[config.mk]
export PLATFORM = sky130hd
export DESIGN_NAME = lru_residency_budget_manager
export DESIGN_NICKNAME = d
export VERILOG_FILES = /design/src/rtl/lrb_pkg.sv /design/src/rtl/lrb_ram.sv /design/src/rtl/lru_residency_budget_manager.sv
export SDC_FILE = /design/constraint.sdc
export NUM_CORES = 2
export LEC_CHECK = 0
export ABC_AREA = 0
export BUFFER_PORTS_ARGS = -buffer_cell sky130_fd_sc_hd__buf_2
export CAP_MARGIN = 5
export CELL_PAD_IN_SITES_DETAIL_PLACEMENT = 2
export CELL_PAD_IN_SITES_GLOBAL_PLACEMENT = 2
export CORE_UTILIZATION = 35
export DETAILED_ROUTE_END_ITERATION = 8
export GPL_TIMING_DRIVEN = 0
export PLACE_DENSITY_LB_ADDON = 0.1
export REMOVE_ABC_BUFFERS = 1
export SYNTH_ARGS = -nofsm -noshare
export SYNTH_HDL_FRONTEND = slang
export SYNTH_SLANG_ARGS = --single-unit
[constraint.sdc]
create_clock -name clk -period 5.15 [get_ports clk]
set_clock_uncertainty 0.2 [all_clocks]
set_input_delay 0.2575 -clock clk [delete_from_list [all_inputs] [get_ports clk]]
set_output_delay 0.2575 -clock clk [all_outputs]
set_load 0.01 [all_outputs]
[src/rtl/lrb_pkg.sv]
// ----------------------------------------------------------------------------
// lrb_pkg
// Shared types and constants for the LRU residency budget manager.
// ----------------------------------------------------------------------------
package lrb_pkg;

  localparam int NUM_SLOTS = 32;
  localparam int SLOT_W    = $clog2(NUM_SLOTS);
  localparam int STAMP_W   = 32;
  localparam int BYTES_W   = 40;
  localparam int SUM_W     = 48;
  localparam int REQ_W     = 2;
  localparam int STATUS_W  = 3;

  // Configuration port: one 48-bit register at byte address 0, 8-byte stride.
  localparam int PADDR_W   = 4;
  localparam int PDATA_W   = 64;
  localparam int REG_SEL_B = 3;
  localparam logic REG_BUDGET = 1'b0;

  localparam logic [SUM_W-1:0]   BUDGET_RESET = 48'd33285996544;
  localparam logic [STAMP_W-1:0] STAMP_MAX    = '1;

  typedef enum logic [1:0] {
    TIER_COLD   = 2'd0,
    TIER_WARM   = 2'd1,
    TIER_HOT    = 2'd2,
    TIER_PINNED = 2'd3
  } tier_t;

  typedef enum logic [REQ_W-1:0] {
    REQ_RESIDENT = 2'd0,
    REQ_MAP      = 2'd1,
    REQ_PIN      = 2'd2,
    REQ_UNPIN    = 2'd3
  } req_t;

  typedef enum logic [STATUS_W-1:0] {
    ST_EVICTED   = 3'd0,
    ST_HIT       = 3'd1,
    ST_LOADED    = 3'd2,
    ST_OVER      = 3'd3,
    ST_ALREADY   = 3'd4,
    ST_MAPPED    = 3'd5,
    ST_PIN_DONE  = 3'd6,
    ST_UNUSED    = 3'd7
  } status_t;

  typedef enum logic [3:0] {
    S_IDLE,
    S_LOOKUP,
    S_CHECK,
    S_FIT,
    S_SCAN,
    S_DRAIN,
    S_DECIDE,
    S_EVICT,
    S_LOAD,
    S_SIMPLE
  } state_t;

endpackage

[src/rtl/lrb_ram.sv]
// ----------------------------------------------------------------------------
// lrb_ram
// Generic single-write, single-read RAM with a registered read port.
// ----------------------------------------------------------------------------
module lrb_ram #(
  parameter int WIDTH = 8,
  parameter int DEPTH = 32
) (
  input  logic                     clk,
  input  logic                     we,
  input  logic [$clog2(DEPTH)-1:0] waddr,
  input  logic [WIDTH-1:0]         wdata,
  input  logic [$clog2(DEPTH)-1:0] raddr,
  output logic [WIDTH-1:0]         rdata
);

  logic [WIDTH-1:0] mem [DEPTH];

  always_ff @(posedge clk) begin
    if (we) begin
      mem[waddr] <= wdata;
    end
    rdata <= mem[raddr];
  end

endmodule

[src/rtl/lru_residency_budget_manager.sv]
// ----------------------------------------------------------------------------
// lru_residency_budget_manager
// Per-slot residency tracking with LRU eviction under a byte budget.
// ----------------------------------------------------------------------------
// Usage: an item (req_type, req_slot, block_bytes) is taken when start is
// high and busy is low. busy stays high while the item is worked on. Every
// item gives one or more results on slot_id, status, resident_total and last,
// each shown for one cycle with result_valid high; the receiver cannot stall
// them. Eviction results carry last low, the final result carries last high.
// Map, pin and unpin are handled in the simple state; a make resident item
// goes through lookup and check, and on a miss through fit and load.
// Each eviction comes after a scan for the oldest stamp by one shared
// comparator that walks all 32 slots, one stamp RAM read per cycle.
// A scan that finds nothing left to evict goes on to the load.
// A new item may be started in the cycle in which the final result shows.
// Stamps and held sizes live in RAMs; per-slot valid bits make unwritten
// entries read as zero, so no clearing pass is needed after reset.
// Reset clears all tiers to cold, all slots unmapped, the tick and the byte
// total to zero, and loads the budget register with its default.
// The budget register sits at byte address 0 of the APB port.
// ----------------------------------------------------------------------------
module lru_residency_budget_manager (
  input  logic                          clk,
  input  logic                          rst,
  input  logic                          start,
  output logic                          busy,
  input  logic [lrb_pkg::REQ_W-1:0]     req_type,
  input  logic [lrb_pkg::SLOT_W-1:0]    req_slot,
  input  logic [lrb_pkg::BYTES_W-1:0]   block_bytes,
  output logic                          result_valid,
  output logic [lrb_pkg::SLOT_W-1:0]    slot_id,
  output logic [lrb_pkg::STATUS_W-1:0]  status,
  output logic [lrb_pkg::SUM_W-1:0]     resident_total,
  output logic                          last,
  input  logic                          psel,
  input  logic                          penable,
  input  logic                          pwrite,
  input  logic [lrb_pkg::PADDR_W-1:0]   paddr,
  input  logic [lrb_pkg::PDATA_W-1:0]   pwdata,
  output logic [lrb_pkg::PDATA_W-1:0]   prdata,
  output logic                          pready
);
  import lrb_pkg::*;

  state_t state, state_next;

  req_t                 req_q;
  logic [SLOT_W-1:0]    id_q;
  logic [BYTES_W-1:0]   bytes_q;
  logic [STAMP_W-1:0]   tick;
  logic [SUM_W-1:0]     sum;
  logic [SUM_W-1:0]     budget;

  tier_t                tier       [NUM_SLOTS];
  logic [NUM_SLOTS-1:0] mapped;
  logic [NUM_SLOTS-1:0] stamp_vld;
  logic [NUM_SLOTS-1:0] held_vld;

  logic [SLOT_W-1:0]    scan_idx;
  logic                 cmp_vld;
  logic                 cmp_cand;
  logic [SLOT_W-1:0]    cmp_idx;
  logic [STAMP_W-1:0]   oldest;
  logic [SLOT_W-1:0]    pick;
  logic                 found;
  logic                 stamp_v_q;
  logic                 held_v_q;

  // RAM ports
  logic                 stamp_we;
  logic [SLOT_W-1:0]    stamp_waddr;
  logic [STAMP_W-1:0]   stamp_wdata;
  logic [SLOT_W-1:0]    stamp_raddr;
  logic [STAMP_W-1:0]   stamp_rdata;
  logic                 held_we;
  logic [SLOT_W-1:0]    held_raddr;
  logic [BYTES_W-1:0]   held_rdata;

  // Control outputs of the sequencer
  logic [SLOT_W-1:0]    tier_raddr;
  logic                 tier_we;
  logic [SLOT_W-1:0]    tier_waddr;
  tier_t                tier_wdata;
  logic                 map_set;
  logic                 held_clr;
  logic                 emit;
  logic [SLOT_W-1:0]    emit_slot;
  status_t              emit_status;
  logic [SUM_W-1:0]     emit_total;
  logic                 emit_last;

  // Datapath terms
  tier_t                tier_rd;
  logic                 cand;
  logic [BYTES_W-1:0]   held_val;
  logic [STAMP_W-1:0]   stamp_val;
  logic                 hit;
  logic [SUM_W:0]       fit_sum;
  logic                 fits;
  logic [SUM_W-1:0]     sum_evict;
  logic [SUM_W-1:0]     sum_load;
  logic                 accept;
  logic                 id_ok;
  logic                 cfg_wr;

  lrb_ram #(.WIDTH(STAMP_W), .DEPTH(NUM_SLOTS)) u_stamp_ram (
    .clk   (clk),
    .we    (stamp_we),
    .waddr (stamp_waddr),
    .wdata (stamp_wdata),
    .raddr (stamp_raddr),
    .rdata (stamp_rdata)
  );

  lrb_ram #(.WIDTH(BYTES_W), .DEPTH(NUM_SLOTS)) u_held_ram (
    .clk   (clk),
    .we    (held_we),
    .waddr (id_q),
    .wdata (bytes_q),
    .raddr (held_raddr),
    .rdata (held_rdata)
  );

  assign busy   = (state != S_IDLE);
  assign accept = start && !busy;
  assign id_ok  = (SLOT_W+1)'(req_slot) < (SLOT_W+1)'(NUM_SLOTS);

  assign tier_rd   = tier[tier_raddr];
  assign cand      = (tier_rd == TIER_HOT) || (tier_rd == TIER_PINNED);
  assign held_val  = held_v_q ? held_rdata : '0;
  assign stamp_val = stamp_v_q ? stamp_rdata : '0;
  assign hit       = cand && (held_val != '0);
  assign fit_sum   = (SUM_W+1)'(sum) + (SUM_W+1)'(bytes_q);
  assign fits      = fit_sum <= (SUM_W+1)'(budget);
  assign sum_load  = fit_sum[SUM_W-1:0];
  // An impossible state could make the subtraction go below zero; clamp it.
  assign sum_evict = (sum >= SUM_W'(held_val)) ? (sum - SUM_W'(held_val)) : '0;

  // APB register access
  assign pready = 1'b1;
  assign cfg_wr = psel && penable && pwrite && pready;
  assign prdata = (paddr[REG_SEL_B] == REG_BUDGET) ? PDATA_W'(budget) : '0;

  // Next-state logic
  always_comb begin
    state_next = state;
    unique case (state)
      S_IDLE: begin
        if (accept && id_ok) begin
          state_next = (req_t'(req_type) == REQ_RESIDENT) ? S_LOOKUP : S_SIMPLE;
        end
      end
      S_LOOKUP: state_next = S_CHECK;
      S_CHECK:  state_next = hit ? S_IDLE : S_FIT;
      S_FIT:    state_next = fits ? S_LOAD : S_SCAN;
      S_SCAN: begin
        if (scan_idx == SLOT_W'(NUM_SLOTS - 1)) begin
          state_next = S_DRAIN;
        end
      end
      S_DRAIN:  state_next = S_DECIDE;
      S_DECIDE: state_next = found ? S_EVICT : S_LOAD;
      S_EVICT:  state_next = S_FIT;
      S_LOAD:   state_next = S_IDLE;
      S_SIMPLE: state_next = S_IDLE;
      default:  state_next = S_IDLE;
    endcase
  end

  // Sequencer outputs
  always_comb begin
    stamp_we    = 1'b0;
    stamp_waddr = id_q;
    stamp_wdata = tick;
    stamp_raddr = scan_idx;
    held_we     = 1'b0;
    held_raddr  = id_q;
    held_clr    = 1'b0;
    tier_raddr  = id_q;
    tier_we     = 1'b0;
    tier_waddr  = id_q;
    tier_wdata  = TIER_WARM;
    map_set     = 1'b0;
    emit        = 1'b0;
    emit_slot   = id_q;
    emit_status = ST_PIN_DONE;
    emit_total  = sum;
    emit_last   = 1'b1;
    unique case (state)
      S_LOOKUP: begin
        stamp_we = 1'b1;
      end
      S_CHECK: begin
        if (hit) begin
          emit        = 1'b1;
          emit_status = ST_HIT;
        end else if (!mapped[id_q]) begin
          map_set    = 1'b1;
          tier_we    = 1'b1;
          tier_wdata = TIER_WARM;
        end
      end
      S_SCAN: begin
        tier_raddr = scan_idx;
      end
      S_DECIDE: begin
        held_raddr = pick;
      end
      S_EVICT: begin
        held_clr    = 1'b1;
        tier_we     = 1'b1;
        tier_waddr  = pick;
        tier_wdata  = TIER_WARM;
        emit        = 1'b1;
        emit_slot   = pick;
        emit_status = ST_EVICTED;
        emit_total  = sum_evict;
        emit_last   = 1'b0;
      end
      S_LOAD: begin
        held_we     = 1'b1;
        tier_we     = 1'b1;
        tier_wdata  = TIER_HOT;
        emit        = 1'b1;
        emit_status = fits ? ST_LOADED : ST_OVER;
        emit_total  = sum_load;
      end
      S_SIMPLE: begin
        emit = 1'b1;
        unique case (req_q)
          REQ_MAP: begin
            if (mapped[id_q]) begin
              emit_status = ST_ALREADY;
            end else begin
              map_set     = 1'b1;
              tier_we     = 1'b1;
              tier_wdata  = TIER_WARM;
              emit_status = ST_MAPPED;
            end
          end
          REQ_PIN: begin
            stamp_we    = 1'b1;
            stamp_wdata = STAMP_MAX;
            tier_we     = 1'b1;
            tier_wdata  = TIER_PINNED;
          end
          REQ_UNPIN: begin
            stamp_we    = 1'b1;
            tier_we     = 1'b1;
            tier_wdata  = TIER_HOT;
          end
          default: begin
            emit = 1'b0;
          end
        endcase
      end
      default: begin
      end
    endcase
  end

  // Control and slot state
  always_ff @(posedge clk) begin
    if (rst) begin
      state        <= S_IDLE;
      tick         <= '0;
      sum          <= '0;
      budget       <= BUDGET_RESET;
      mapped       <= '0;
      stamp_vld    <= '0;
      held_vld     <= '0;
      result_valid <= 1'b0;
      cmp_vld      <= 1'b0;
      for (int i = 0; i < NUM_SLOTS; i++) begin
        tier[i] <= TIER_COLD;
      end
    end else begin
      state        <= state_next;
      result_valid <= emit;
      cmp_vld      <= (state == S_SCAN);
      if (cfg_wr && (paddr[REG_SEL_B] == REG_BUDGET)) begin
        budget <= pwdata[SUM_W-1:0];
      end
      if (state == S_LOOKUP && tick != STAMP_MAX) begin
        tick <= tick + 1'b1;
      end
      if (stamp_we) begin
        stamp_vld[stamp_waddr] <= 1'b1;
      end
      if (held_we) begin
        held_vld[id_q] <= 1'b1;
      end
      if (held_clr) begin
        held_vld[pick] <= 1'b0;
      end
      if (map_set) begin
        mapped[id_q] <= 1'b1;
      end
      if (tier_we) begin
        tier[tier_waddr] <= tier_wdata;
      end
      if (state == S_EVICT) begin
        sum <= sum_evict;
      end else if (state == S_LOAD) begin
        sum <= sum_load;
      end
    end
  end

  // Item registers, scan pipeline and result registers
  always_ff @(posedge clk) begin
    if (accept) begin
      req_q   <= req_t'(req_type);
      id_q    <= req_slot;
      bytes_q <= block_bytes;
    end
    stamp_v_q <= stamp_vld[stamp_raddr];
    held_v_q  <= held_vld[held_raddr];
    cmp_cand  <= cand;
    cmp_idx   <= scan_idx;
    if (state == S_FIT) begin
      scan_idx <= '0;
      oldest   <= STAMP_MAX;
      found    <= 1'b0;
    end else if (state == S_SCAN) begin
      scan_idx <= scan_idx + 1'b1;
    end
    // Strict compare: the lowest index wins a tie, and an all-ones stamp
    // is never picked.
    if (cmp_vld && cmp_cand && (stamp_val < oldest)) begin
      oldest <= stamp_val;
      pick   <= cmp_idx;
      found  <= 1'b1;
    end
    if (emit) begin
      slot_id        <= emit_slot;
      status         <= emit_status;
      resident_total <= emit_total;
      last           <= emit_last;
    end
  end

endmodule

==> results.sh <==
export IMPL_avgRoutedWirePerCell_microns=33.7
export IMPL_clock_power_share=0.324
export IMPL_worstMarginPinSlew_ps=1370
export IMPL_die_w_microns=572
export IMPL_yosysWarnings=0
export IMPL_ir_worst_vdd_mv=0.324
export IMPL_hold_viol=0
export IMPL_maxCapViolCount=0
export IMPL_synth_avg_cell_area_sq_um=17.1
export IMPL_leakagePower_nw=47.2
export IMPL_power_density_nw_per_um2=495
export IMPL_cts_made_buffers=309
export IMPL_grt_ovfl_total=0
export IMPL_holdCritPathClass="flip-flop to flip-flop"
export IMPL_synth_edf_count=2477
export IMPL_synth_area_leader_cell="edfxtp_1"
export IMPL_num_rows=209
export IMPL_async_reset_ff_frac=0
export IMPL_pre_cts_ws_ps=-2690
export IMPL_routed_wl_mm=407
export IMPL_worst_r2r_cell_count=14
export IMPL_instances_no_fill=12100
export IMPL_worstReg2RegStart="held_v_q"
export IMPL_setup_viol_count_final=4
export IMPL_r2r_end="sum[13]"
export IMPL_comb_power_share=0.279
export IMPL_port_buffers=208
export IMPL_rsz0062_at_grt="true"
export IMPL_cts_max_path_buffers=4
export IMPL_syn_inst=6638
export IMPL_synth_common_cells="2477 x edfxtp_1, 693 x nand2_1, 666 x mux4_2"
export IMPL_io_pins=245
export IMPL_cts_tree="done"
export IMPL_hp_start="cmp_idx[0]"
export IMPL_finalMaxSlewViolations=0
export IMPL_grt_util_all_layers=0.247
export IMPL_routed_via_density=5.51
export IMPL_reg2reg_slack_ps=-80
export IMPL_cp_end_kind="flip-flop"
export IMPL_cp_required_ps=5780
export IMPL_p_switching_mw=22.2
export IMPL_dieArea_sq_um=328000
export IMPL_fin_ws_ps=-78.2
export IMPL_swShare=0.318
export IMPL_drc_errors=0
export IMPL_synth_seq_cells=2793
export IMPL_ys_seq_area_frac=0.709
export IMPL_ant_nets=0
export IMPL_period_needed_ps=5230
export IMPL_initial_core_util=0.352
export IMPL_cts_max_level=5
export IMPL_syn_area_sq_um=114000
export IMPL_drtIter0Drc=5478
export IMPL_grt_pass1_wl_mm=568
export IMPL_wl_met2_mm=207
export IMPL_syn2layout_area_growth_pct=23.9
export IMPL_path_clk_slew_ps=60
export IMPL_die_h_microns=572
export IMPL_cts_num_sinks=2793
export IMPL_violations="setup timing"
export IMPL_insertion_delay_ps=940
export IMPL_internal_power_mw=47.6
export IMPL_coreArea_sq_um=324000
export IMPL_crit_type="flip-flop to flip-flop"
export IMPL_placed_cells=11100
export IMPL_arrival_ps=5860
export IMPL_post_synth_top_count_cell="edfxtp_1"
export IMPL_vias=66700
export IMPL_first_pass_iters=5
export IMPL_status="finished, violations left"
export IMPL_finalPower_mw=69.8
export IMPL_routed_top_layer="met5"
export IMPL_netlist_top_cells_area="edfxtp_1 65%, mux4_2 13%, dfxtp_1 5.6%"
export IMPL_drive_gt1_frac=0.260
export IMPL_cp_max_fo=17
export IMPL_gp_congestion=0.833
export IMPL_cts_root_buf="clkbuf_16"
export IMPL_tns_ps=-231
export IMPL_antenna_found_initial=15
export IMPL_hold_end="pick[0]"
export IMPL_grt_pass1_vias=72400
export IMPL_fmax_mhz=191
export IMPL_wl_met1_mm=170
export IMPL_ys_types=97
export IMPL_relSlewSlack=0.0810
export IMPL_grt_max_degree=91
export IMPL_yosysTopAreaCellShare=0.653
export IMPL_power_frac_seq=0.397
export IMPL_synthFlopType="edfxtp_1"
export IMPL_holdWs_ps=202
export IMPL_start_kind="flip-flop"
export IMPL_nNetsFinal=7794
export IMPL_met3_length_mm=15.5
export IMPL_finalCritPeriodShare=1.02
export IMPL_hold_depth=0
export IMPL_hpwl_mm=266
power groups by stage:
| stage | registers (mW) | clock network (mW) | logic, mW |
|---|---|---|---|
| 3_5_place_dp | 28.9 | 0 | 17.5 |
| 3_3_place_gp | 29.1 | 0 | 14.5 |
| 2_1_floorplan | 28.2 | 0 | 11.0 |
| 4_1_cts | 27.7 | 23.1 | 19.4 |
| 6_report | 27.7 | 22.6 | 19.5 |
| 5_1_grt | 27.8 | 23.9 | 20.7 |
what timing repair did:
item / 4_1_cts / 5_1_grt
pin swaps: 43 / 40
gates resized for setup: 108 / 51
endpoints found under the hold margin: 200 / 0
hold buffers: 287 / 0
cloned: 0 / 0
buffers inserted: 124 / 16
setup endpoints to repair: 131 / 7
routing by layer:
metal  global-route usage  vias up
met2                0.432     1600
met4               0.0787        4
li1                     -    27900
met3               0.0272      557
met5                    0        -
met1                0.321    36600
how the worst max path moves through the flow:
stage	start	end	slack, ps
2_1_floorplan	state[0]	held_v_q	-28810
3_3_place_gp	state[0]	u_held_ram.rdata[5]	-49150
3_5_place_dp	bytes_q[1]	status[0]	-2690
4_1_cts	bytes_q[0]	state[2]	-60
5_1_grt	bytes_q[1]	state[2]	-150
6_report	held_v_q	sum[13]	-80
layout by cell type (no fill, tap or decap), drive strengths merged, types with 162 or more instances in the layout:
| master | instances |
|---|---|
| a21oi | 182 |
| buf | 635 |
| clkbuf | 422 |
| dfxtp | 316 |
| dlygate4sd3 | 287 |
| edfxtp | 2477 |
| ha | 162 |
| mux4 | 666 |
| nand2 | 694 |
| nand3 | 249 |
| nor2 | 320 |
cell type report:
cell class,count,area [sq um]
clock buffers,422,8750
fillers,30300,183000
diodes,8,20.0
well taps,4325,5410
multi-input cells,3357,32500
repair buffers,922,11700
inverters,126,480
flip-flops and latches,2793,80700
clock inverters,144,1510
stage by stage:
| step | utilization | area, sq um |
|---|---|---|
| final | 0.436 | 141000 |
| after global routing | 0.436 | 141000 |
| after CTS | 0.434 | 141000 |
| after detailed placement | 0.388 | 126000 |
| after global placement | 0.366 | 119000 |
| after floorplan | - | 112000 |
critical path: stages (launching register included):
cell and delay (ps):
dfxtp_4 570, and2_1 210, ha_1 160, inv_1 60, fa_1 490, a211oi_1 440, o21ai_0 270, a31oi_1 410
a21oi_1 280, o21a_1 290, a21oi_4 250, or2_2 540, buf_16 230, o21ai_1 370, and2_1 320
flip-flops by register name (all words and copies together) (netlist names), 32 cells and up:
signal / count
sum: 48
u_stamp_ram.rdata: 32
held_vld: 32
bytes_q: 40
resident_total: 48
tick: 32
tier: 32
oldest: 32
mapped: 32
budget: 48
stamp_vld: 32
u_stamp_ram.mem: 1024
u_held_ram.rdata: 40
u_held_ram.mem: 1280
cells by family (layout without fill, tap and decap cells):
kind of cell / count (synthesis) / after routing / synth area share
and+or+nand+nor: 1624 / 1624 / 0.0649
AOI/OAI and AO/OA: 702 / 702 / 0.0414
DFF: 2793 / 2793 / 0.709
adders and majority gates: 164 / 164 / 0.0182
xor gates and xnor gates: 115 / 115 / 0.00885
buffers and inverters: 503 / 1614 / 0.0193
muxes: 735 / 735 / 0.138
other: 2 / 25 / 0.0000660
(Power assumes the default switching activity.)
